===== src/hdl/nla_pkg.sv =====
// ----------------------------------------------------------------------------
// nla_pkg
// Shared widths, fixed-point constants and the sequencer program for the
// natural log approximator.
// ----------------------------------------------------------------------------
`default_nettype none

package nla_pkg;

	// Number formats
	localparam int INPUT_FRAC_BITS  = 8;
	localparam int OUTPUT_FRAC_BITS = 16;
	localparam int QF               = 30;     // mantissa / coefficient fraction bits
	localparam int OUT_SHIFT        = QF - OUTPUT_FRAC_BITS;

	localparam int VAL_W  = 32;
	localparam int LOG_W  = 22;
	localparam int P_W    = 5;                // leading-one position 0..31
	localparam int EXP_W  = 7;                // signed p - INPUT_FRAC_BITS
	localparam int ACC_W  = 34;               // Horner accumulator, signed Q30
	localparam int MB_W   = 32;               // multiplier B operand, signed
	localparam int PROD_W = ACC_W + MB_W;
	localparam int TOT_W  = 40;               // acc + exponent term, signed Q30

	// Horner coefficients, signed Q30
	localparam logic signed [ACC_W-1:0] C0 = -34'sd1870236959;
	localparam logic signed [ACC_W-1:0] C1 =  34'sd3029243226;
	localparam logic signed [ACC_W-1:0] C2 = -34'sd1578354096;
	localparam logic signed [ACC_W-1:0] C3 =  34'sd480155386;
	localparam logic signed [ACC_W-1:0] C4 = -34'sd60742489;
	localparam logic signed [MB_W-1:0]  LN2_Q30 = 32'sd744261117;

	localparam logic signed [PROD_W-1:0] HALF_Q =
		PROD_W'(64'd1 << (QF - 1));
	localparam logic signed [TOT_W-1:0] HALF_OUT =
		TOT_W'(64'd1 << (OUT_SHIFT - 1));
	localparam logic signed [TOT_W-1:0] NEG_ONE =
		-TOT_W'(64'd1 << OUTPUT_FRAC_BITS);
	localparam logic signed [TOT_W-1:0] LOG_MAX = TOT_W'((64'd1 << (LOG_W - 1)) - 64'd1);
	localparam logic signed [TOT_W-1:0] LOG_MIN = -TOT_W'(64'd1 << (LOG_W - 1));

	// Micro-operations
	localparam logic [2:0] OP_NORM  = 3'd0;   // normalise step, arg = shift
	localparam logic [2:0] OP_MUL   = 3'd1;   // prod = acc * m
	localparam logic [2:0] OP_ADD   = 3'd2;   // acc = round(prod) + coef[arg]
	localparam logic [2:0] OP_LNMUL = 3'd3;   // prod = (p - frac) * ln2
	localparam logic [2:0] OP_FIN   = 3'd4;   // round, saturate, write result

	// Coefficient selects
	localparam logic [4:0] SEL_C0 = 5'd0;
	localparam logic [4:0] SEL_C1 = 5'd1;
	localparam logic [4:0] SEL_C2 = 5'd2;
	localparam logic [4:0] SEL_C3 = 5'd3;

	localparam int STEP_W = 4;
	localparam logic [STEP_W-1:0] STEP_FIN = 4'd14;

	typedef struct packed {
		logic [2:0]        op;
		logic [4:0]        arg;
		logic              jz;     // jump to tgt when the input was zero
		logic [STEP_W-1:0] tgt;
	} ctrl_word_t;

	function automatic ctrl_word_t prog_word(input logic [STEP_W-1:0] step);
		ctrl_word_t cw;
		cw = '{op: OP_FIN, arg: 5'd0, jz: 1'b0, tgt: '0};
		case (step)
			4'd0:  cw = '{op: OP_NORM,  arg: 5'd16,  jz: 1'b1, tgt: STEP_FIN};
			4'd1:  cw = '{op: OP_NORM,  arg: 5'd8,   jz: 1'b0, tgt: '0};
			4'd2:  cw = '{op: OP_NORM,  arg: 5'd4,   jz: 1'b0, tgt: '0};
			4'd3:  cw = '{op: OP_NORM,  arg: 5'd2,   jz: 1'b0, tgt: '0};
			4'd4:  cw = '{op: OP_NORM,  arg: 5'd1,   jz: 1'b0, tgt: '0};
			4'd5:  cw = '{op: OP_MUL,   arg: 5'd0,   jz: 1'b0, tgt: '0};
			4'd6:  cw = '{op: OP_ADD,   arg: SEL_C3, jz: 1'b0, tgt: '0};
			4'd7:  cw = '{op: OP_MUL,   arg: 5'd0,   jz: 1'b0, tgt: '0};
			4'd8:  cw = '{op: OP_ADD,   arg: SEL_C2, jz: 1'b0, tgt: '0};
			4'd9:  cw = '{op: OP_MUL,   arg: 5'd0,   jz: 1'b0, tgt: '0};
			4'd10: cw = '{op: OP_ADD,   arg: SEL_C1, jz: 1'b0, tgt: '0};
			4'd11: cw = '{op: OP_MUL,   arg: 5'd0,   jz: 1'b0, tgt: '0};
			4'd12: cw = '{op: OP_ADD,   arg: SEL_C0, jz: 1'b0, tgt: '0};
			4'd13: cw = '{op: OP_LNMUL, arg: 5'd0,   jz: 1'b0, tgt: '0};
			default: cw = '{op: OP_FIN, arg: 5'd0,   jz: 1'b0, tgt: '0};
		endcase
		return cw;
	endfunction

	function automatic logic signed [ACC_W-1:0] coef_sel(input logic [4:0] sel);
		logic signed [ACC_W-1:0] c;
		case (sel)
			SEL_C0:  c = C0;
			SEL_C1:  c = C1;
			SEL_C2:  c = C2;
			SEL_C3:  c = C3;
			default: c = C0;
		endcase
		return c;
	endfunction

endpackage

`default_nettype wire


===== src/hdl/natural_log_approximator.sv =====
// ----------------------------------------------------------------------------
// natural_log_approximator
// Natural log of an unsigned Q24.8 value by a degree-4 polynomial, run as a
// short microprogram over one shared multiplier.
// ----------------------------------------------------------------------------
// Usage:
//   Input beat on in_valid/in_stall carries value_q24_8. Output beat on
//   out_valid/out_stall carries log_q16 (signed Q6.16) and invalid_input.
//   One item is in flight at a time; in_stall is high while it is worked on.
//   A non-zero input walks 15 microprogram steps: five normalise steps
//   (binary leading-one search), four multiply/add pairs of Horner's rule on
//   the shared 34x32 multiplier, the exponent product and a final round.
//   The result is written to the output register on the final step, and a new
//   beat is taken once the sequencer has left that step. A zero input jumps
//   from the first step straight to the final step.
//   The result sits in an output register, so the next beat is taken while
//   it waits. If it is still waiting when the next result is ready, the
//   sequencer holds on its final step until out_stall drops.
//   Reset (arst_n low) empties the block; no result is pending afterwards.
// ----------------------------------------------------------------------------
`default_nettype none

module natural_log_approximator
	import nla_pkg::*;
(
	input  wire logic                     clk,
	input  wire logic                     arst_n,
	input  wire logic                     in_valid,
	output logic                          in_stall,
	input  wire logic [VAL_W-1:0]         value_q24_8,
	output logic                          out_valid,
	input  wire logic                     out_stall,
	output logic signed [LOG_W-1:0]       log_q16,
	output logic                          invalid_input
);

	logic                      busy_q;
	logic [STEP_W-1:0]         step_q;
	logic                      out_valid_q;
	logic [VAL_W-1:0]          x_q;
	logic [P_W-1:0]            p_q;
	logic                      zero_q;
	logic signed [ACC_W-1:0]   acc_q;
	logic signed [PROD_W-1:0]  prod_q;
	logic signed [LOG_W-1:0]   log_q;
	logic                      inv_q;

	ctrl_word_t                cw;
	logic                      in_acc;
	logic                      fin_go;
	logic [STEP_W-1:0]         step_nxt;
	logic [5:0]                sh;
	logic                      top_zero;
	logic signed [EXP_W-1:0]   ln_exp;
	logic signed [ACC_W-1:0]   mul_a;
	logic signed [MB_W-1:0]    mul_b;
	logic signed [PROD_W-1:0]  mul_p;
	logic signed [PROD_W-1:0]  prod_rnd;
	logic signed [TOT_W-1:0]   total;
	logic signed [TOT_W-1:0]   fin_rnd;
	logic signed [TOT_W-1:0]   fin_val;
	logic signed [LOG_W-1:0]   fin_sat;

	assign cw        = prog_word(step_q);
	assign in_stall  = busy_q;
	assign in_acc    = in_valid && !in_stall;
	assign out_valid = out_valid_q;
	assign log_q16   = log_q;
	assign invalid_input = inv_q;

	// final step waits for the output register to be free
	assign fin_go   = (cw.op == OP_FIN) && (!out_valid_q || !out_stall);
	assign step_nxt = (cw.jz && zero_q) ? cw.tgt : step_q + 1'b1;

	// normalise: shift left by sh when the top sh bits are all clear
	assign sh       = {1'b0, cw.arg};
	assign top_zero = (x_q >> (6'd32 - sh)) == '0;

	assign ln_exp = signed'({2'b00, p_q}) - EXP_W'(INPUT_FRAC_BITS);

	always_comb begin
		if (cw.op == OP_LNMUL) begin
			mul_a = ACC_W'(ln_exp);
			mul_b = LN2_Q30;
		end else begin
			mul_a = acc_q;
			mul_b = signed'({1'b0, x_q[VAL_W-1:1]});  // mantissa, Q30
		end
	end

	assign mul_p    = mul_a * mul_b;
	assign prod_rnd = (prod_q + HALF_Q) >>> QF;

	assign total   = TOT_W'(acc_q) + signed'(prod_q[TOT_W-1:0]);
	assign fin_rnd = (total + HALF_OUT) >>> OUT_SHIFT;
	assign fin_val = zero_q ? NEG_ONE : fin_rnd;

	always_comb begin
		if (fin_val > LOG_MAX) begin
			fin_sat = LOG_MAX[LOG_W-1:0];
		end else if (fin_val < LOG_MIN) begin
			fin_sat = LOG_MIN[LOG_W-1:0];
		end else begin
			fin_sat = fin_val[LOG_W-1:0];
		end
	end

	// sequencer and handshake control
	always_ff @(posedge clk or negedge arst_n) begin
		if (!arst_n) begin
			busy_q      <= 1'b0;
			step_q      <= '0;
			out_valid_q <= 1'b0;
		end else begin
			// a new result may replace the one leaving in the same cycle
			if (busy_q && fin_go) begin
				out_valid_q <= 1'b1;
			end else if (out_valid_q && !out_stall) begin
				out_valid_q <= 1'b0;
			end
			if (in_acc) begin
				busy_q <= 1'b1;
				step_q <= '0;
			end else if (busy_q) begin
				if (cw.op == OP_FIN) begin
					if (fin_go) begin
						busy_q <= 1'b0;
					end
				end else begin
					step_q <= step_nxt;
				end
			end
		end
	end

	// datapath
	always_ff @(posedge clk) begin
		if (in_acc) begin
			x_q    <= value_q24_8;
			p_q    <= P_W'(VAL_W - 1);
			zero_q <= (value_q24_8 == '0);
			acc_q  <= C4;
		end else if (busy_q) begin
			case (cw.op)
				OP_NORM: begin
					if (top_zero) begin
						x_q <= x_q << sh;
						p_q <= p_q - sh[P_W-1:0];
					end
				end
				OP_MUL, OP_LNMUL: begin
					prod_q <= mul_p;
				end
				OP_ADD: begin
					acc_q <= signed'(prod_rnd[ACC_W-1:0]) + coef_sel(cw.arg);
				end
				OP_FIN: begin
					if (fin_go) begin
						log_q <= fin_sat;
						inv_q <= zero_q;
					end
				end
				default: begin
				end
			endcase
		end
	end

`ifndef SYNTH
	a_accept_starts: assert property (@(posedge clk) disable iff (!arst_n)
		in_acc |=> (busy_q && step_q == '0))
		else $error("accepted beat did not start the program");

	a_step_range: assert property (@(posedge clk) disable iff (!arst_n)
		busy_q |-> (step_q <= STEP_FIN))
		else $error("step counter ran past the final step");

	a_fin_delivers: assert property (@(posedge clk) disable iff (!arst_n)
		(busy_q && fin_go) |=> (out_valid_q && !busy_q))
		else $error("final step did not present a result");

	a_zero_result: assert property (@(posedge clk) disable iff (!arst_n)
		(out_valid_q && inv_q) |-> (log_q == NEG_ONE[LOG_W-1:0]))
		else $error("zero input gave a value other than -1.0");

	a_no_overwrite: assert property (@(posedge clk) disable iff (!arst_n)
		(out_valid_q && out_stall) |=> (out_valid_q && $stable(log_q)))
		else $error("pending result overwritten while stalled");
`endif

endmodule

`default_nettype wire

===== config.mk =====
export PLATFORM = sky130hd
export DESIGN_NAME = natural_log_approximator
export DESIGN_NICKNAME = d
export VERILOG_FILES = /design/src/hdl/nla_pkg.sv /design/src/hdl/natural_log_approximator.sv
export SDC_FILE = /design/constraint.sdc
export NUM_CORES = 2
export LEC_CHECK = 0
export BUFFER_PORTS_ARGS = -buffer_cell sky130_fd_sc_hd__buf_2
export CAP_MARGIN = 20
export CORE_MARGIN = 8
export CORE_UTILIZATION = 40
export CTS_BUF_LIST = sky130_fd_sc_hd__clkbuf_4
export DETAILED_ROUTE_END_ITERATION = 10
export MAX_ROUTING_LAYER = met4
export PLACE_DENSITY = 0.67
export SLEW_MARGIN = 20
export SYNTH_ARGS = -nofsm -noshare
export SYNTH_HDL_FRONTEND = slang
export SYNTH_SLANG_ARGS = --single-unit

===== constraint.sdc =====
create_clock -name clk -period 9.05 [get_ports clk]
set_input_delay 0.905 -clock clk [delete_from_list [all_inputs] [get_ports clk]]
set_output_delay 0.905 -clock clk [all_outputs]
set_load 0.03 [all_outputs]

==> results.cfg <==
[run_status]
status = complete, no violations

[timing]
worst_slew_pin_slew_ns = 1.19
slew_viol_final = 0
setup_slack_ns = 0.00280
max_freq_mhz = 111
clock_skew_ns = 0.0356
tns_ns = 0
finalSetupViolations = 0
final_hold_viol_count = 0
period_share = 1.00
slew_headroom = 0.208
grt_setup_unrepaired = yes
fin_crit_ns = 9.05

[critical_path]
worst-path-max-fanout = 6
critPathTopFamily = adder cells
r2r_slack_ns = 0.003
crit_arrival_ns = 9.63
cp.depth = 32
path_class = register to register
reg2reg_from = step_q[1]
path_buf_inv = 7
slowest_delay_ns = 0.68
reg2reg_to = prod_q[63]
worstSetupStartpointType = register
startpoint = step_q[1]
endpoint = prod_q[63]
end_kind = register
required_ns = 9.63
cpMostUsedCell = fa_1
worstRegToRegCells = 32
cp_slowest_cell = fa_1

[clocking]
insertion_delay_ns = 0.84
cts.sinks = 165
cts_max_level = 4
clockBufferDepth = 2
cts_made_buffers = 17
cts_root_buf = clkbuf_4
cts_tree = yes
path_clk_slew_ns = 0.16

[final_layout]
area_growth_pct = 15.3
finalNonFillerCells = 7401
utilization = 0.464
finalNetCount = 7184
fill_cells = 11700
final_layout_size_suffix_gt1_frac = 0.154

[logic_synthesis]
synth_cells = 5355
syn_nets = 6783
synthDistinctLibCells = 93
synth_edf_count = 120
synth.avg_cell_area_um2 = 9.15
synth_warnings = 0
ys_async_sr_fraction = 0.0364
netlist_area_um2 = 49000
synth_flop_cell = edfxtp_1
ys_seq_area_frac = 0.0926
ys_ff_latch = 165

[die]
die_x_um = 366
rows = 128
io_pins = 61
die_area_um2 = 134000
initial_utilization = 0.402
die_h_um = 366
fp.coreArea_um2 = 122000

[global_routing]
grt_max_degree = 61
grt_use_total = 0.268
grt_pass1_wl_um = 265000
globalRoute.totalOverflow = 0
antenna_found_initial = 11
grt_pass1_vias = 42500

[worst_hold_path]
min_path_cells = 3
hp-class = input port to register

[drt]
vias = 41300
wl_um = 179000
drtPass1Iterations = 6
drc_errors = 0
drt-initial-drc-count = 4269
ant_nets = 0
via_per_inst = 5.58
routedWlPerCell_um = 24.2

[placement]
io_buffer_count = 60
routabilityCongestion = 1.02
dp_hpwl_um = 151000
pre_cts_slack_ns = -0.557
dp_cells = 7327

[flow_run]
cap_violations = 0
## how the worst min path moves through the flow
stage                     startpoint        end
after floorplan               p_q[4]     p_q[4]
after global placement        p_q[4]     p_q[4]
after detailed placement      p_q[0]     p_q[0]
after CTS                  out_stall  out_valid
after global routing        in_valid   in_stall
final                      out_stall  out_valid
## layout make-up
| cell class | instances | area, um^2 | share of cell area |
|---|---|---|---|
| clock inverter | 15 | 205 | 0.00363 |
| antenna | 7 | 17.5 | 0.000310 |
| timing repair buffer | 678 | 5650 | 0.100 |
| clock buffer | 17 | 128 | 0.00226 |
| inverter | 1008 | 3790 | 0.0671 |
| sequential | 165 | 4530 | 0.0803 |
| tap | 1625 | 2030 | 0.0360 |
| multi-input combinational | 3886 | 40100 | 0.710 |
## cells by family (layout without fill, tap and decap cells)
logic type	Yosys count	after routing	share of synthesized area
buffers and inverters	1304	1718	0.100
xor gates and xnor gates	161	161	0.0288
other	0	7	0
and+or+nand+nor	1654	1654	0.157
AOI/OAI and AO/OA	579	579	0.0767
DFF	165	165	0.0926
adders and majority gates	1392	1392	0.523
muxes	100	100	0.0212
## synth_stat cells, types with 8 or more instances
master,instances,area [um^2]
a21o_1,73,548
nand3_1,51,255
and3_1,324,2030
or3_1,15,93.8
o31a_1,8,70.1
fa_1,1091,21800
edfxtp_1,120,3600
o21ai_0,83,415
o21bai_1,20,150
nor2_1,550,2060
mux2i_1,96,961
nand4_1,32,200
dfxtp_1,39,781
nor2b_1,11,68.8
or2_2,23,144
a21oi_1,193,966
o21ai_1,11,55.1
nor4_1,17,106
xnor2_1,104,911
xor2_1,57,499
o22ai_1,20,125
inv_1,1004,3770
o21a_1,15,113
and2_1,21,131
clkbuf_1,268,1010
a31oi_1,15,93.8
nand2b_1,36,225
buf_1,19,71.3
a211oi_1,25,188
a311oi_1,9,78.8
ha_1,301,3770
nand2_1,505,1900
o211ai_1,17,128
a22o_1,9,78.8
nor3_1,32,160
## sequential cells by signal, summed over array words and instances (netlist names)
signal and cells:
p_q 5, in_stall 1, invalid_input 1, prod_q 64, acc_q 34, step_q 4, out_valid 1, x_q 32
zero_q 1, log_q16 22
## worst min-delay path, stage by stage
cell,delay [ns]
buf_2,0.12
nand2_1,0.05
nand2_1,0.04
## per-layer routing
| layer | part of all wire | wire (um) | vias to the layer above | global-route usage |
|---|---|---|---|---|
| met3 | 0.090 | 16100 | 550 | 0.0465 |
| met4 | 0.070 | 12500 | 0 | 0.149 |
| met1 | 0.38 | 68600 | 21000 | 0.336 |
| met5 | 0 | 0 | - | - |
| li1 | - | - | 17600 | - |
| met2 | 0.46 | 82200 | 2125 | 0.414 |
## placed cells by master, fill, tap and decap left out, drive strengths merged, types with 9 or more instances in the layout
cell type,instances
a211oi,25
a21o,73
a21oi,193
a22o,9
a311oi,9
a31oi,16
and2,23
and3,324
buf,673
clkbuf,20
dfxtp,39
edfxtp,120
fa,1091
ha,301
inv,1012
mux2i,96
nand2,505
nand2b,36
nand3,52
nand4,33
nor2,551
nor2b,11
nor3,32
nor4,19
o211ai,17
o21a,15
o21ai,94
o21bai,20
o22ai,20
or2,23
or3,15
xnor2,104
xor2,57
## stage by stage
step	hold WS, ns	instance area [um^2]
CTS	0.235	55700
finish	0.324	56500
floorplan	0.494	49000
global placement	0.518	55100
detailed placement	0.541	55100
global route	0.286	56500
## timing repair
action,4_1_cts,5_1_grt
endpoints found under the hold margin,6,0
pin swaps,8,18
hold buffers,1,0
resized for setup,38,124
setup buffers,7,22
cloned,1,4
setup endpoints to repair,19,26
Power is not shown: default switching activity piles up to over one toggle a cycle in this logic, so the estimate is an artifact.
